==> src/rtl/bvp_pkg.sv <==
package bvp_pkg;

  // Table size and field widths.
  localparam int TABLE_POINTS = 21;
  localparam int SEGS         = TABLE_POINTS - 1;
  localparam int MV_W         = 16;
  localparam int PCT_W        = 7;
  localparam int SEG_W        = $clog2(SEGS);
  localparam int PROD_W       = MV_W + PCT_W;
  localparam int RECIP_SH     = 24;
  localparam int RECIP_W      = RECIP_SH + 1;
  localparam int QUEUE_DEPTH  = 2;

  typedef logic [MV_W-1:0]    mv_t;
  typedef logic [PCT_W-1:0]   pct_t;
  typedef logic [SEG_W-1:0]   seg_t;
  typedef logic [PROD_W-1:0]  prod_t;
  typedef logic [RECIP_W-1:0] recip_t;

  // Discharge curve of a four-cell pack, strictly descending.
  localparam mv_t LUT_MV [TABLE_POINTS] = '{
    16'd16800, 16'd16600, 16'd16450, 16'd16330, 16'd16090, 16'd15930, 16'd15810,
    16'd15660, 16'd15500, 16'd15420, 16'd15340, 16'd15260, 16'd15180, 16'd15140,
    16'd15060, 16'd14990, 16'd14910, 16'd14830, 16'd14750, 16'd14430, 16'd13090
  };

  localparam pct_t LUT_PCT [TABLE_POINTS] = '{
    7'd100, 7'd95, 7'd90, 7'd85, 7'd80, 7'd75, 7'd70,
    7'd65,  7'd60, 7'd55, 7'd50, 7'd45, 7'd40, 7'd35,
    7'd30,  7'd25, 7'd20, 7'd15, 7'd10, 7'd5,  7'd0
  };

  localparam mv_t SEG_SPAN [SEGS] = '{
    LUT_MV[0]  - LUT_MV[1],  LUT_MV[1]  - LUT_MV[2],  LUT_MV[2]  - LUT_MV[3],
    LUT_MV[3]  - LUT_MV[4],  LUT_MV[4]  - LUT_MV[5],  LUT_MV[5]  - LUT_MV[6],
    LUT_MV[6]  - LUT_MV[7],  LUT_MV[7]  - LUT_MV[8],  LUT_MV[8]  - LUT_MV[9],
    LUT_MV[9]  - LUT_MV[10], LUT_MV[10] - LUT_MV[11], LUT_MV[11] - LUT_MV[12],
    LUT_MV[12] - LUT_MV[13], LUT_MV[13] - LUT_MV[14], LUT_MV[14] - LUT_MV[15],
    LUT_MV[15] - LUT_MV[16], LUT_MV[16] - LUT_MV[17], LUT_MV[17] - LUT_MV[18],
    LUT_MV[18] - LUT_MV[19], LUT_MV[19] - LUT_MV[20]
  };

  localparam pct_t SEG_DPCT [SEGS] = '{
    LUT_PCT[0]  - LUT_PCT[1],  LUT_PCT[1]  - LUT_PCT[2],  LUT_PCT[2]  - LUT_PCT[3],
    LUT_PCT[3]  - LUT_PCT[4],  LUT_PCT[4]  - LUT_PCT[5],  LUT_PCT[5]  - LUT_PCT[6],
    LUT_PCT[6]  - LUT_PCT[7],  LUT_PCT[7]  - LUT_PCT[8],  LUT_PCT[8]  - LUT_PCT[9],
    LUT_PCT[9]  - LUT_PCT[10], LUT_PCT[10] - LUT_PCT[11], LUT_PCT[11] - LUT_PCT[12],
    LUT_PCT[12] - LUT_PCT[13], LUT_PCT[13] - LUT_PCT[14], LUT_PCT[14] - LUT_PCT[15],
    LUT_PCT[15] - LUT_PCT[16], LUT_PCT[16] - LUT_PCT[17], LUT_PCT[17] - LUT_PCT[18],
    LUT_PCT[18] - LUT_PCT[19], LUT_PCT[19] - LUT_PCT[20]
  };

  // Reciprocal of each segment span, scaled by two to the power RECIP_SH.
  localparam recip_t SEG_RECIP [SEGS] = '{
    RECIP_W'((2**RECIP_SH) / SEG_SPAN[0]),  RECIP_W'((2**RECIP_SH) / SEG_SPAN[1]),
    RECIP_W'((2**RECIP_SH) / SEG_SPAN[2]),  RECIP_W'((2**RECIP_SH) / SEG_SPAN[3]),
    RECIP_W'((2**RECIP_SH) / SEG_SPAN[4]),  RECIP_W'((2**RECIP_SH) / SEG_SPAN[5]),
    RECIP_W'((2**RECIP_SH) / SEG_SPAN[6]),  RECIP_W'((2**RECIP_SH) / SEG_SPAN[7]),
    RECIP_W'((2**RECIP_SH) / SEG_SPAN[8]),  RECIP_W'((2**RECIP_SH) / SEG_SPAN[9]),
    RECIP_W'((2**RECIP_SH) / SEG_SPAN[10]), RECIP_W'((2**RECIP_SH) / SEG_SPAN[11]),
    RECIP_W'((2**RECIP_SH) / SEG_SPAN[12]), RECIP_W'((2**RECIP_SH) / SEG_SPAN[13]),
    RECIP_W'((2**RECIP_SH) / SEG_SPAN[14]), RECIP_W'((2**RECIP_SH) / SEG_SPAN[15]),
    RECIP_W'((2**RECIP_SH) / SEG_SPAN[16]), RECIP_W'((2**RECIP_SH) / SEG_SPAN[17]),
    RECIP_W'((2**RECIP_SH) / SEG_SPAN[18]), RECIP_W'((2**RECIP_SH) / SEG_SPAN[19])
  };

  localparam pct_t SEG_LO_PCT [SEGS] = '{
    LUT_PCT[1],  LUT_PCT[2],  LUT_PCT[3],  LUT_PCT[4],  LUT_PCT[5],
    LUT_PCT[6],  LUT_PCT[7],  LUT_PCT[8],  LUT_PCT[9],  LUT_PCT[10],
    LUT_PCT[11], LUT_PCT[12], LUT_PCT[13], LUT_PCT[14], LUT_PCT[15],
    LUT_PCT[16], LUT_PCT[17], LUT_PCT[18], LUT_PCT[19], LUT_PCT[20]
  };

  // Classified sample as it leaves the front end.
  typedef struct packed {
    logic sat_hi;
    logic sat_lo;
    seg_t seg;
    mv_t  dmv;
  } fword_t;

  // Word carried through the arithmetic stages of the back end.
  typedef struct packed {
    logic  sat_hi;
    logic  sat_lo;
    seg_t  seg;
    prod_t num;
    pct_t  q0;
  } bword_t;

endpackage

==> src/rtl/bvp_front.sv <==
module bvp_front (
  input  logic                clk,
  input  logic                rst,
  input  logic                in_valid,
  output logic                in_ready,
  input  bvp_pkg::mv_t        voltage_mv,
  output logic                out_valid,
  input  logic                out_ready,
  output bvp_pkg::fword_t     out_word
);

  bvp_pkg::fword_t word_next;
  bvp_pkg::mv_t    lo_mv;
  bvp_pkg::seg_t   seg;

  // The table is strictly descending, so at most one segment matches.
  always_comb begin
    lo_mv = '0;
    seg   = '0;
    for (int j = 0; j < bvp_pkg::SEGS; j++) begin
      if (voltage_mv <= bvp_pkg::LUT_MV[j] && voltage_mv > bvp_pkg::LUT_MV[j+1]) begin
        lo_mv = lo_mv | bvp_pkg::LUT_MV[j+1];
        seg   = seg | bvp_pkg::seg_t'(j);
      end
    end
    word_next.sat_hi = voltage_mv >= bvp_pkg::LUT_MV[0];
    word_next.sat_lo = voltage_mv <= bvp_pkg::LUT_MV[bvp_pkg::TABLE_POINTS-1];
    word_next.seg    = seg;
    word_next.dmv    = voltage_mv - lo_mv;
  end

  assign in_ready = !out_valid || out_ready;

  always_ff @(posedge clk) begin
    if (rst) begin
      out_valid <= 1'b0;
    end else if (in_ready) begin
      out_valid <= in_valid;
    end
  end

  always_ff @(posedge clk) begin
    if (in_valid && in_ready) begin
      out_word <= word_next;
    end
  end

`ifndef ASSERT_OFF
  // A word that is not saturated must lie above the low point of its segment, at most at its top.
  assert property (@(posedge clk) disable iff (rst)
    (out_valid && !out_word.sat_hi && !out_word.sat_lo)
      |-> (out_word.dmv != '0 && out_word.dmv <= bvp_pkg::SEG_SPAN[out_word.seg]))
    else $error("front: sample offset outside its segment");
`endif

endmodule

==> src/rtl/bvp_queue.sv <==
module bvp_queue (
  input  logic                clk,
  input  logic                rst,
  input  logic                in_valid,
  output logic                in_ready,
  input  bvp_pkg::fword_t     in_word,
  output logic                out_valid,
  input  logic                out_ready,
  output bvp_pkg::fword_t     out_word
);

  localparam int PTR_W = $clog2(bvp_pkg::QUEUE_DEPTH);
  localparam int CNT_W = $clog2(bvp_pkg::QUEUE_DEPTH + 1);

  bvp_pkg::fword_t   mem [bvp_pkg::QUEUE_DEPTH];
  logic [PTR_W-1:0]  wr_ptr;
  logic [PTR_W-1:0]  rd_ptr;
  logic [CNT_W-1:0]  count;
  logic              push;
  logic              pop;

  assign in_ready  = count != CNT_W'(bvp_pkg::QUEUE_DEPTH);
  assign out_valid = count != '0;
  assign out_word  = mem[rd_ptr];
  assign push      = in_valid && in_ready;
  assign pop       = out_valid && out_ready;

  always_ff @(posedge clk) begin
    if (rst) begin
      wr_ptr <= '0;
      rd_ptr <= '0;
      count  <= '0;
    end else begin
      if (push) begin
        wr_ptr <= (wr_ptr == PTR_W'(bvp_pkg::QUEUE_DEPTH - 1)) ? '0 : wr_ptr + 1'b1;
      end
      if (pop) begin
        rd_ptr <= (rd_ptr == PTR_W'(bvp_pkg::QUEUE_DEPTH - 1)) ? '0 : rd_ptr + 1'b1;
      end
      if (push && !pop) begin
        count <= count + 1'b1;
      end else if (pop && !push) begin
        count <= count - 1'b1;
      end
    end
  end

  always_ff @(posedge clk) begin
    if (push) begin
      mem[wr_ptr] <= in_word;
    end
  end

`ifndef ASSERT_OFF
  assert property (@(posedge clk) disable iff (rst)
    count <= CNT_W'(bvp_pkg::QUEUE_DEPTH))
    else $error("queue: fill count beyond depth");

  // Pointers stay apart by the fill count.
  assert property (@(posedge clk) disable iff (rst)
    (count == '0 || count == CNT_W'(bvp_pkg::QUEUE_DEPTH)) |-> (wr_ptr == rd_ptr))
    else $error("queue: pointers disagree with fill count");
`endif

endmodule

==> src/rtl/bvp_back.sv <==
module bvp_back (
  input  logic                clk,
  input  logic                rst,
  input  logic                in_valid,
  output logic                in_ready,
  input  bvp_pkg::fword_t     in_word,
  output logic                out_valid,
  input  logic                out_ready,
  output bvp_pkg::pct_t       charge_percent
);

  logic            v1, v2, v3;
  logic            rdy1, rdy2, rdy3, rdy4;
  bvp_pkg::bword_t s1, s2, s3;
  bvp_pkg::bword_t s1_next, s2_next, s3_next;
  bvp_pkg::pct_t   pct_next;
  logic [bvp_pkg::PROD_W+bvp_pkg::RECIP_W-1:0] scaled;
  bvp_pkg::prod_t  back_prod;
  bvp_pkg::pct_t   q;

  assign rdy4     = !out_valid || out_ready;
  assign rdy3     = !v3 || rdy4;
  assign rdy2     = !v2 || rdy3;
  assign rdy1     = !v1 || rdy2;
  assign in_ready = rdy1;

  always_comb begin
    // Stage 1: numerator is the offset times the percent step of the segment.
    s1_next        = '0;
    s1_next.sat_hi = in_word.sat_hi;
    s1_next.sat_lo = in_word.sat_lo;
    s1_next.seg    = in_word.seg;
    s1_next.num    = in_word.dmv * bvp_pkg::SEG_DPCT[in_word.seg];

    // Stage 2: estimate the quotient through the segment reciprocal. The
    // estimate is never high and at most one low.
    scaled      = s1.num * bvp_pkg::SEG_RECIP[s1.seg];
    s2_next     = s1;
    s2_next.q0  = scaled[bvp_pkg::RECIP_SH +: bvp_pkg::PCT_W];

    // Stage 3: remainder of the estimate replaces the numerator.
    back_prod   = s2.q0 * bvp_pkg::SEG_SPAN[s2.seg];
    s3_next     = s2;
    s3_next.num = s2.num - back_prod;

    // Stage 4: one correction step, then add the lower point of the segment.
    q = s3.q0 + {{(bvp_pkg::PCT_W-1){1'b0}},
                 s3.num >= bvp_pkg::prod_t'(bvp_pkg::SEG_SPAN[s3.seg])};
    priority if (s3.sat_hi) begin
      pct_next = bvp_pkg::LUT_PCT[0];
    end else if (s3.sat_lo) begin
      pct_next = bvp_pkg::LUT_PCT[bvp_pkg::TABLE_POINTS-1];
    end else begin
      pct_next = bvp_pkg::SEG_LO_PCT[s3.seg] + q;
    end
  end

  always_ff @(posedge clk) begin
    if (rst) begin
      v1        <= 1'b0;
      v2        <= 1'b0;
      v3        <= 1'b0;
      out_valid <= 1'b0;
    end else begin
      if (rdy1) v1 <= in_valid;
      if (rdy2) v2 <= v1;
      if (rdy3) v3 <= v2;
      if (rdy4) out_valid <= v3;
    end
  end

  always_ff @(posedge clk) begin
    if (rdy1 && in_valid) s1 <= s1_next;
    if (rdy2 && v1) s2 <= s2_next;
    if (rdy3 && v2) s3 <= s3_next;
    if (rdy4 && v3) charge_percent <= pct_next;
  end

`ifndef ASSERT_OFF
  // The reciprocal estimate may never exceed the percent step of its segment.
  assert property (@(posedge clk) disable iff (rst)
    (v2 && !s2.sat_hi && !s2.sat_lo) |-> (s2.q0 <= bvp_pkg::SEG_DPCT[s2.seg]))
    else $error("back: quotient estimate too large");

  // A single correction step must be enough.
  assert property (@(posedge clk) disable iff (rst)
    (v3 && !s3.sat_hi && !s3.sat_lo)
      |-> (s3.num < {bvp_pkg::prod_t'(bvp_pkg::SEG_SPAN[s3.seg]), 1'b0}))
    else $error("back: remainder needs more than one correction");

  assert property (@(posedge clk) disable iff (rst)
    out_valid |-> (charge_percent <= bvp_pkg::LUT_PCT[0]))
    else $error("back: percentage above full charge");
`endif

endmodule

==> src/rtl/battery_voltage_to_percent.sv <==
// Battery voltage to charge percentage.
// The input channel (in_valid, in_ready, voltage_mv) takes one pack voltage
// sample in millivolts per word. The output channel (out_valid, out_ready,
// charge_percent) returns one whole-percent state of charge per sample, in
// order, read off a fixed 21-point discharge curve by linear interpolation
// and saturated to 100 at the top and 0 at the bottom of the curve.
// A front end registers each sample and finds its segment; a two-word queue
// hands it to a back end of four stages that multiplies by the percent step,
// divides by the segment span through a stored reciprocal, corrects once and
// registers the result.
// Throughput is one word per cycle when nothing stalls, set by the back-end
// pipeline, whose first three stages each hold one multiplier.
// When the receiver holds out_ready low, the result stays in the output
// register, the stages behind it fill, then the queue, and in_ready falls only
// once every stage is full. Synchronous reset empties all stages and the
// queue; no word is in flight after reset.
module battery_voltage_to_percent (
  input  logic                clk,
  input  logic                rst,
  input  logic                in_valid,
  output logic                in_ready,
  input  bvp_pkg::mv_t        voltage_mv,
  output logic                out_valid,
  input  logic                out_ready,
  output bvp_pkg::pct_t       charge_percent
);

  logic            f_valid, f_ready;
  bvp_pkg::fword_t f_word;
  logic            q_valid, q_ready;
  bvp_pkg::fword_t q_word;

  bvp_front u_front (
    .clk        (clk),
    .rst        (rst),
    .in_valid   (in_valid),
    .in_ready   (in_ready),
    .voltage_mv (voltage_mv),
    .out_valid  (f_valid),
    .out_ready  (f_ready),
    .out_word   (f_word)
  );

  bvp_queue u_queue (
    .clk       (clk),
    .rst       (rst),
    .in_valid  (f_valid),
    .in_ready  (f_ready),
    .in_word   (f_word),
    .out_valid (q_valid),
    .out_ready (q_ready),
    .out_word  (q_word)
  );

  bvp_back u_back (
    .clk            (clk),
    .rst            (rst),
    .in_valid       (q_valid),
    .in_ready       (q_ready),
    .in_word        (q_word),
    .out_valid      (out_valid),
    .out_ready      (out_ready),
    .charge_percent (charge_percent)
  );

endmodule

==> config.mk <==
export PLATFORM = sky130hd
export DESIGN_NAME = battery_voltage_to_percent
export DESIGN_NICKNAME = d
export VERILOG_FILES = /design/src/rtl/bvp_pkg.sv /design/src/rtl/bvp_front.sv /design/src/rtl/bvp_queue.sv /design/src/rtl/bvp_back.sv /design/src/rtl/battery_voltage_to_percent.sv
export SDC_FILE = /design/constraint.sdc
export NUM_CORES = 1
export LEC_CHECK = 0
export ABC_CLOCK_PERIOD_IN_PS = 10650
export BUFFER_PORTS_ARGS = -buffer_cell sky130_fd_sc_hd__buf_2
export CORE_MARGIN = 1.5
export CORE_UTILIZATION = 40
export CTS_BUF_LIST = sky130_fd_sc_hd__clkbuf_4 sky130_fd_sc_hd__clkbuf_8
export DETAILED_ROUTE_END_ITERATION = 16
export PLACE_DENSITY = 0.54
export RECOVER_POWER = 50
export SLEW_MARGIN = 20
export SYNTH_ARGS = -nofsm -noshare
export SYNTH_HDL_FRONTEND = slang
export SYNTH_SLANG_ARGS = --single-unit
==> constraint.sdc <==
create_clock -name clk -period 10.65 [get_ports clk]
set_input_delay 1.065 -clock clk [delete_from_list [all_inputs] [get_ports clk]]
set_output_delay 1.065 -clock clk [all_outputs]
set_load 0.05 [all_outputs]
==> results.ini, run 1 <==
[detailed_routing]
viasPerCell=5.138
drc=0
first_pass_iters=5
wl_um=57630
wire_per_inst_um=18.49
drt_iter0_drc=787
postRouteAntennaNets=0
dr_total_vias=16010

[synthesis]
netlist_top_cells_count=463 x inv_1, 317 x fa_1, 260 x nand2_1
synth_nets=2938
synth_compound_area_frac=0.07616
synth.area.top_cells=fa_1 27%, edfxtp_1 22%, ha_1 13%, inv_1 7.5%, and2_1 4.9%
synth-simple-area-share=0.1522
synth_flop_cell=edfxtp_1
yosys-mux-area-fraction=0.01428
synth.avg_cell_area_sq_um=9.823
synth_edf_count=172
ys_ff_latch=182
synth_top_area_share=0.2743
synth-seq-area-share=0.2319
synth_most_common_cell=inv_1
yosysWarnings=0
async_flop_share=0
netlist.top_cell.by_area=fa_1
syn-instance-count=2355
synth_cell_types=82
netlist_area_sq_um=23130
synth_fa_ha_area_frac=0.4074
synth_top_family_by_area=adder cells
synth-xor-area-share=0.02840

[placement]
port_buffers=28
dp_hpwl_um=45060
gp_congestion=0.8648
pre_cts_slack_ns=1.815

[clock_tree]
hold_buffers=0
path_clk_slew_ns=0.11
clock_latency_ns=0.48
root_buffer=clkbuf_8
cts_buffers=17
cts.sinks=182
ctsResizeCount=0
htreeDepth=4
cts_tree=built
cts_buffer_depth=2
cts_setup_buffers=0

[timing]
fin_crit_sh=0.8263
final_hold_viol_count=0
layout_min_cycle_time_ns=8.800
grt_setup_unrepaired=no
slew_viol_final=121
skew_ns=0.01529
slew_headroom=-0.3115
setup_viol=0
worst_pin_slew_ns=1.967
fin_ws_ns=1.850
fmax_mhz=113.6
tns_ns=0

[floorplan]
fp.dieArea_sq_um=59280
die_y_um=243.5
fp.dieW_um=243.5
initial_utilization=0.4071
rows=87
boundaryPins=29
core_sq_um=56820

[grt]
grt_pass1_wl_um=92290
grt_max_degree=38
gr-usage-all-layers=0.2003
antenna_found_initial=0
grt_pass1_vias=16895
globalRouteOverflowTotal=0

[critical_path]
critical_path.startpoint_type=flop
max_stage_delay_ns=0.61
worst_ep_required_time_ns=10.90
crit_buf_inv=7
crit_slowest_cell=edfxtp_1
worstPathMaxFanout=19
end_kind=flop
rrSetupSlack_ns=1.85
cp.arrival_ns=9.05
critPathKind=reg -> reg
path_common_cell=fa_1
critical-path-top-delay-family=adder cells

[finish]
multi_input_area_sq_um=15740
fin_util=0.4313
diodes=0
syn_to_final_growth_pct=5.934
drive_gt1_frac=0.05508
fin_nets=2930
regArea_sq_um=5365
n_fill_cell=5575

[hold_path]
min_path_type=reg -> reg

[status]
status=finished, violations left
violations=max-capacitance violations, max-slew violations

[run]
maxCapViolCount=5

[cells by family after synthesis]
kind of cell	count (synthesis)
mux	30
fa+ha+maj	563
flops	182
buf+inv	544
compound gates	269
xor+xnor	75
simple gates	692
[final timing paths]
kind	startpoint	endpoint	depth (start not counted)
hold reg to reg	u_back.s1[36]	u_back.s2[36]	0
setup / recovery	u_back.s1[31]	u_back.s2[6]	28
hold / removal	u_back.s1[36]	u_back.s2[36]	0
setup reg to reg	u_back.s1[31]	u_back.s2[6]	28
[state kept, by name, summed over array words and instances (netlist names), named ones only]
name and cells:
u_front.out_word 23, u_back.v1 1, u_front.out_valid 1, u_queue.mem 46, u_back.v3 1, u_queue.count 2
u_back.s3 37, u_back.out_valid 1, u_back.s2 33, u_back.v2 1, u_back.charge_percent 7, u_queue.wr_ptr 1
u_queue.rd_ptr 1, u_back.s1 26
[layout by cell type, fill, tap and decap left out, types with 17 or more instances in the layout]
| cell type | n |
|---|---|
| a21oi_1 | 74 |
| and2_1 | 179 |
| and3_1 | 33 |
| buf_2 | 26 |
| clkbuf_8 | 17 |
| edfxtp_1 | 172 |
| fa_1 | 317 |
| ha_1 | 246 |
| inv_1 | 462 |
| mux2_2 | 18 |
| nand2_1 | 260 |
| nand3_1 | 25 |
| nor2_1 | 72 |
| nor3_1 | 25 |
| o21ai_0 | 55 |
| xnor2_1 | 53 |
| xor2_1 | 22 |
[cell type report]
cell class | instances | area share
multi-input cells | 1629 | 0.6421
flip-flops and latches | 182 | 0.2189
inverters | 463 | 0.07092
well taps | 756 | 0.03860
repair buffers | 54 | 0.01205
clock buffers | 18 | 0.009854
clock inverters | 14 | 0.007506
[per-stage QoR]
stage | instances | cell area [sq um] | hold WS [ns]
5_1_grt | 3116 | 24500 | 0.4378
2_1_floorplan | 2355 | 23130 | 0.4003
6_report | 3116 | 24500 | 0.4309
3_5_place_dp | 3084 | 24120 | 0.4054
4_1_cts | 3116 | 24540 | 0.4318
3_3_place_gp | 3084 | 24120 | 0.4103
[per-layer routing]
layer / track usage / share of wire / routed length [um]
met1: 0.2706 / 0.46 / 26640
met2: 0.3381 / 0.48 / 27470
met3: 0.02666 / 0.039 / 2249
met4: 0.05206 / 0.022 / 1272
met5: 0 / 0 / 0
Power of run 1 is not shown: default switching activity piles up to over one toggle a cycle in this logic, so the estimate is an artifact.
==> run 2, diff against run 1 <==
--- a/config.mk
+++ b/config.mk
@@ -5,7 +5,8 @@
 export SDC_FILE = /design/constraint.sdc
 export NUM_CORES = 1
 export LEC_CHECK = 0
-export ABC_CLOCK_PERIOD_IN_PS = 10650
+export ABC_AREA = 1
+export ABC_CLOCK_PERIOD_IN_PS = 9200
 export BUFFER_PORTS_ARGS = -buffer_cell sky130_fd_sc_hd__buf_2
 export CORE_MARGIN = 1.5
 export CORE_UTILIZATION = 40
==> constraint.sdc (replaced) <==
create_clock -name clk -period 9.2 [get_ports clk]
set_input_delay 0.92 -clock clk [delete_from_list [all_inputs] [get_ports clk]]
set_output_delay 0.92 -clock clk [all_outputs]
set_load 0.05 [all_outputs]
==> run 2 against run 1 <==
Net effect: the run still ends with max-capacitance violations, max-slew violations left; clock skew grew 0.014 ns; critical path depth shrank 2; sequential share of layout area down 0.79 points; synthesized cell count rose by 21%; worst setup slack lost 0.87 ns; largest cell class unchanged; via count grew 18%; highest routed layer unchanged; fmax up 7.1%.
==> results.ini, run 2 <==
[placement]
gp_congestion=0.9676  ; was 0.8648
detailed_place.area_sq_um=25010  ; was 24120 sq um
dp_hpwl_um=58550  ; was 45060 um
port_buffers=28  ; unchanged

[timing]
final_hold_viol_count=0  ; unchanged
slew_viol_final=38  ; was 121
slew_headroom=-0.3049  ; was -0.3115
setup_viol=0  ; unchanged
worst_pin_slew_ns=1.957  ; was 1.967 ns
grt_setup_unrepaired=no  ; unchanged
holdWs_ns=0.4283  ; was 0.4309 ns
tns_ns=0  ; unchanged
fin_crit_sh=0.8930  ; was 0.8263
skew_ns=0.02932  ; was 0.01529 ns
layout_min_cycle_time_ns=8.215  ; was 8.800 ns
fmax_mhz=121.7  ; was 113.6 MHz

[synthesis]
synth_top_area_share=0.2641  ; was 0.2743
syn-instance-count=2855  ; was 2355
synth_flop_cell=edfxtp_1  ; unchanged
async_flop_share=0  ; unchanged
netlist_area_sq_um=24030  ; was 23130 sq um
synth_cell_types=56  ; was 82
netlist.top_cell.by_area=fa_1  ; unchanged
ys_ff_latch=182  ; unchanged
synth.avg_cell_area_sq_um=8.418  ; was 9.823 sq um
netlist_top_cells_count=625 x inv_1, 562 x nand2_1, 342 x nor2_1  ; was 463 x inv_1, 317 x fa_1, 260 x nand2_1
yosysWarnings=0  ; unchanged
synth_nets=3438  ; was 2938
synth.area.top_cells=fa_1 26%, edfxtp_1 21%, ha_1 13%, inv_1 9.8%, nand2_1 8.8%  ; was fa_1 27%, edfxtp_1 22%, ha_1 13%, inv_1 7.5%, and2_1 4.9%
synth_most_common_cell=inv_1  ; unchanged
synth_edf_count=172  ; unchanged
synth-seq-area-share=0.2232  ; was 0.2319

[critical_path]
reg2reg_from=u_back.s1[31]  ; unchanged
end_kind=flop  ; unchanged
max_stage_delay_ns=0.58  ; was 0.61 ns
worst_ep_required_time_ns=9.52  ; was 10.90 ns
critical_path.startpoint_type=flop  ; unchanged
cp-startpoint=u_back.s1[31]  ; unchanged
worstPathMaxFanout=19  ; unchanged
rr_endpoint=u_back.s2[3]  ; was u_back.s2[6]
rrSetupSlack_ns=0.98  ; was 1.85 ns
cp.arrival_ns=8.54  ; was 9.05 ns
path_common_cell=fa_1  ; unchanged
critPathKind=reg -> reg  ; unchanged
reg2reg_depth=26  ; was 28
crit_slowest_cell=o21ai_2  ; was edfxtp_1

[detailed_routing]
viasPerCell=5.179  ; was 5.138
wl_um=70620  ; was 57630 um
wire_per_inst_um=19.36  ; was 18.49 um
first_pass_iters=6  ; was 5
dr_total_vias=18893  ; was 16.01k
drc=0  ; unchanged
drt_iter0_drc=1420  ; was 787
postRouteAntennaNets=0  ; unchanged

[hold_path]
min_path_type=reg -> reg  ; unchanged
min_to=u_back.s3[36]  ; was u_back.s2[36]
hold_path_depth=0  ; unchanged
holdCritStartpoint=u_back.s2[36]  ; was u_back.s1[36]

[finish]
top_regs=u_queue.mem x46, u_back.s3 x37, u_back.s2 x33  ; unchanged
fin_area_sq_um=25430  ; was 24500 sq um
fin_nets=3443  ; was 2930
largest_reg_flops=46  ; unchanged
syn_to_final_growth_pct=5.794  ; was 5.934%
drive_gt1_frac=0.04943  ; was 0.05508
final_cell_mix=624 x inv_1, 562 x nand2_1, 340 x nor2_1  ; was 462 x inv_1, 317 x fa_1, 260 x nand2_1
largest_register=u_queue.mem  ; unchanged
layout_commonest_cell=inv_1  ; unchanged

[grt]
globalRouteOverflowTotal=0  ; unchanged
grt_pass1_vias=19209  ; was 16.90k
grt_max_degree=38  ; unchanged
antenna_found_initial=1  ; was 0
grt_pass1_wl_um=110600  ; was 92290 um
gr-usage-all-layers=0.2397  ; was 0.2003

[status]
violations=max-capacitance violations, max-slew violations  ; unchanged
status=finished, violations left  ; unchanged

[floorplan]
core_sq_um=59240  ; was 56820 sq um
initial_utilization=0.4057  ; was 0.4071
rows=89  ; was 87
die_y_um=248.1  ; was 243.5 um
boundaryPins=29  ; unchanged
fp.dieArea_sq_um=61560  ; was 59280 sq um
fp.dieW_um=248.1  ; was 243.5 um

[clock_tree]
hold_buffers=0  ; unchanged
cts_setup_buffers=0  ; unchanged
cts.sinks=182  ; unchanged
cts_buffers=17  ; unchanged
cts_tree=built  ; unchanged
cts_buffer_depth=2  ; unchanged
htreeDepth=4  ; unchanged
clock_latency_ns=0.55  ; was 0.48 ns
root_buffer=clkbuf_8  ; unchanged
ctsResizeCount=0  ; unchanged
path_clk_slew_ns=0.13  ; was 0.11 ns

[run]
maxCapViolCount=1  ; was 5

==> run 2: cell types whose count changed after synthesis, moves of 18 or more <==
cell and delta:
nand2_1 +302, nor2_1 +269, and2_1 -180, inv_1 +162, nand3_1 +68, xnor2_1 -42, a21oi_1 +34, and3_1 -33
clkbuf_1 -19, nand4_1 +18
==> run 2: per-layer routing <==
layer / vias to the layer above / global-route usage / wire, um
met4: 0 / 0.06768 / 1673
met5: - / 0 / 0
met3: 100 / 0.04029 / 4923
li1: 8845 / - / -
met2: 693 / 0.3774 / 31600
met1: 9255 / 0.3394 / 32420
==> run 2: worst max-delay path by stage <==
| stage | end | cells past startpoint |
|---|---|---|
| 3_3_place_gp | u_back.s2[6] | 29 |
| 4_1_cts | u_back.s2[3] | 26 |
| 5_1_grt | u_back.s2[3] | 31 |
| 2_1_floorplan | u_back.s2[3] | 30 |
| 6_report | u_back.s2[3] | 26 |
| 3_5_place_dp | u_back.s2[3] | 26 |
==> run 2: kinds of logic (layout without fill, tap and decap cells) <==
logic type / count (synthesis) / in the layout / synth area share
multiplexers: 23 / 23 / 0.01072
AO/OA/AOI/OAI: 224 / 224 / 0.05227
other: 0 / 2 / 0
XOR/XNOR: 48 / 48 / 0.01749
AND/OR/NAND/NOR: 1116 / 1116 / 0.1940
flip-flops: 182 / 182 / 0.2232
adder cells (fa/ha/maj): 563 / 563 / 0.3921
buffers and inverters: 699 / 717 / 0.1102
==> run 2: area by class of cell <==
class / count / area [sq um]
diodes: 2 / 5.005
clock buffers: 17 / 234.0
clock inverters: 15 / 198.9
fillers: 6011 / 33820
inverters: 646 / 2427
multi-input cells: 1974 / 16030
flip-flops and latches: 182 / 5365
well taps: 773 / 967.2
repair buffers: 39 / 198.9
==> run 2: worst max-delay path, delay by kind of cell, from the launching register on <==
| family | cells | cell delay (ns) |
|---|---|---|
| AO/OA/AOI/OAI | 5 | 1.31 |
| adder cells (fa/ha/maj) | 9 | 4.22 |
| buffers and inverters | 5 | 0.85 |
| flip-flops | 1 | 0.54 |
| AND/OR/NAND/NOR | 7 | 1.08 |
==> run 2: metrics by stage <==
step | utilization | setup WS [ns] | std cells
finish | 0.4292 | 0.9847 | 3648
global route | 0.4291 | 0.4978 | 3647
CTS | 0.4295 | 1.028 | 3646
detailed placement | 0.4222 | 1.014 | 3614
global placement | 0.4222 | 1.088 | 3614
floorplan | - | 2.442 | 2855
Power of run 2 is left out for the same reason.
==> run 3, diff against run 2 <==
--- a/config.mk
+++ b/config.mk
@@ -8,7 +8,7 @@
 export ABC_AREA = 1
 export ABC_CLOCK_PERIOD_IN_PS = 9200
 export BUFFER_PORTS_ARGS = -buffer_cell sky130_fd_sc_hd__buf_2
-export CORE_MARGIN = 1.5
+export CORE_MARGIN = 10
 export CORE_UTILIZATION = 40
 export CTS_BUF_LIST = sky130_fd_sc_hd__clkbuf_4 sky130_fd_sc_hd__clkbuf_8
 export DETAILED_ROUTE_END_ITERATION = 16
==> run 3 against run 2 <==
Net effect: the run still ends with max-capacitance violations, max-slew violations left; cell area hardly changed; final cell count hardly changed; register-to-register slack worse by 0.21 ns.
==> results.ini, run 3 (synthesis gave the netlist of run 2 again) <==
[status]
status=finished, violations left  ; unchanged
violations=max-capacitance violations, max-slew violations  ; unchanged

[clock_tree]
cts_buffers=17  ; unchanged
cts_setup_buffers=0  ; unchanged
cts_tree=built  ; unchanged
root_buffer=clkbuf_8  ; unchanged
path_clk_slew_ns=0.11  ; was 0.13 ns
ctsResizeCount=0  ; unchanged
htreeDepth=4  ; unchanged
cts_buffer_depth=2  ; unchanged
clock_latency_ns=0.51  ; was 0.55 ns
hold_buffers=0  ; unchanged
cts.sinks=182  ; unchanged

[placement]
gp_congestion=1.002  ; was 0.9676
port_buffers=28  ; unchanged
dp_hpwl_um=59420  ; was 58550 um

[critical_path]
worst_ep_required_time_ns=9.48  ; was 9.52 ns
rr_endpoint=u_back.s2[3]  ; unchanged
critical_path.startpoint_type=flop  ; unchanged
end_kind=flop  ; unchanged
reg2reg_from=u_back.s1[31]  ; unchanged
cp-startpoint=u_back.s1[31]  ; unchanged
crit_slowest_cell=clkinv_1  ; was o21ai_2
worstPathMaxFanout=19  ; unchanged
cp.arrival_ns=8.71  ; was 8.54 ns
critPathCapture=u_back.s2[3]  ; unchanged
max_stage_delay_ns=0.65  ; was 0.58 ns
reg2reg_depth=26  ; unchanged
critPathKind=reg -> reg  ; unchanged
path_common_cell=fa_1  ; unchanged
rrSetupSlack_ns=0.78  ; was 0.98 ns

[floorplan]
core_sq_um=59240  ; unchanged
rows=89  ; unchanged
fp.dieW_um=265.1  ; was 248.1 um
fp.dieArea_sq_um=70290  ; was 61560 sq um
boundaryPins=29  ; unchanged
initial_utilization=0.4057  ; unchanged
die_y_um=265.1  ; was 248.1 um

[finish]
diodes=0  ; was 2
multi_input_area_sq_um=16030  ; unchanged
fin_nets=3446  ; was 3443
fin_util=0.4289  ; was 0.4292
drive_gt1_frac=0.04937  ; was 0.04943
largest_register=u_queue.mem  ; unchanged
top_regs=u_queue.mem x46, u_back.s3 x37, u_back.s2 x33  ; unchanged
n_fill_cell=6037  ; was 6011
final_cell_mix=624 x inv_1, 562 x nand2_1, 340 x nor2_1  ; unchanged
layout_commonest_cell=inv_1  ; unchanged
syn_to_final_growth_pct=5.721  ; was 5.794%
largest_reg_flops=46  ; unchanged
regArea_sq_um=5365  ; unchanged

[grt]
gr-usage-all-layers=0.2058  ; was 0.2397
grt_pass1_vias=19342  ; was 19.21k
globalRouteOverflowTotal=0  ; unchanged
grt_max_degree=38  ; unchanged
antenna_found_initial=1  ; unchanged
grt_pass1_wl_um=111400  ; was 110600 um

[timing]
layout_min_cycle_time_ns=8.422  ; was 8.215 ns
final_hold_viol_count=0  ; unchanged
grt_setup_unrepaired=no  ; unchanged
tns_ns=0  ; unchanged
fin_crit_sh=0.9155  ; was 0.8930
slew_viol_final=38  ; unchanged
worst_pin_slew_ns=1.956  ; was 1.957 ns
holdWs_ns=0.4369  ; was 0.4283 ns
skew_ns=0.02174  ; was 0.02932 ns
slew_headroom=-0.3041  ; was -0.3049
setup_viol=0  ; unchanged
fmax_mhz=118.7  ; was 121.7 MHz

[detailed_routing]
postRouteAntennaNets=0  ; unchanged
first_pass_iters=5  ; was 6
drt_iter0_drc=1410  ; was 1420
wl_um=71460  ; was 70620 um
dr_total_vias=18827  ; was 18.89k
wire_per_inst_um=19.58  ; was 19.36 um
drc=0  ; unchanged
viasPerCell=5.159  ; was 5.179

[hold_path]
min_path_type=reg -> reg  ; unchanged
holdCritStartpoint=u_back.s2[35]  ; was u_back.s2[36]

[run]
maxCapViolCount=1  ; unchanged

## run 3: area by class of cell
type | instances | share of cell area
Tap cell | 773 | 0.03807
Sequential cell | 182 | 0.2112
Multi-Input combinational cell | 1974 | 0.6309
Clock buffer | 21 | 0.01064
Clock inverter | 11 | 0.005318
Inverter | 646 | 0.09553
Timing Repair Buffer | 42 | 0.008421
## run 3: critical path: cells and delay by family (launching register included)
family	cells	cell delay (ns)
buf+inv	5	0.93
simple gates	7	1.06
flops	1	0.54
compound gates	5	1.44
fa+ha+maj	9	4.25
## run 3: how the worst min path moves through the flow
stage | end | slack [ns] | depth (start not counted)
4_1_cts | u_back.s3[35] | 0.44 | 0
6_report | u_back.s3[35] | 0.44 | 0
3_3_place_gp | u_back.s3[35] | 0.41 | 0
2_1_floorplan | u_back.s2[35] | 0.40 | 0
3_5_place_dp | u_back.s3[35] | 0.42 | 0
5_1_grt | u_back.s3[36] | 0.45 | 0
## run 3: per-layer routing
layer  part of all wire  up-vias  GRT usage  wire length (um)
met4              0.026        2    0.05979              1878
met5            0.00017        -          0                12
met3              0.073       99    0.04060              5203
met1               0.44     9230     0.2719             31310
li1                   -     8846          -                 -
met2               0.46      650     0.3379             33050
## run 3: through the flow
step | area [sq um] | setup slack (ns) | instances
floorplan | 24030 | 2.442 | 2855
global placement | 25030 | 1.081 | 3617
detailed placement | 25030 | 0.9237 | 3617
CTS | 25440 | 0.9371 | 3649
global route | 25410 | 0.3563 | 3649
finish | 25410 | 0.7777 | 3649
Power of run 3 is left out for the same reason.
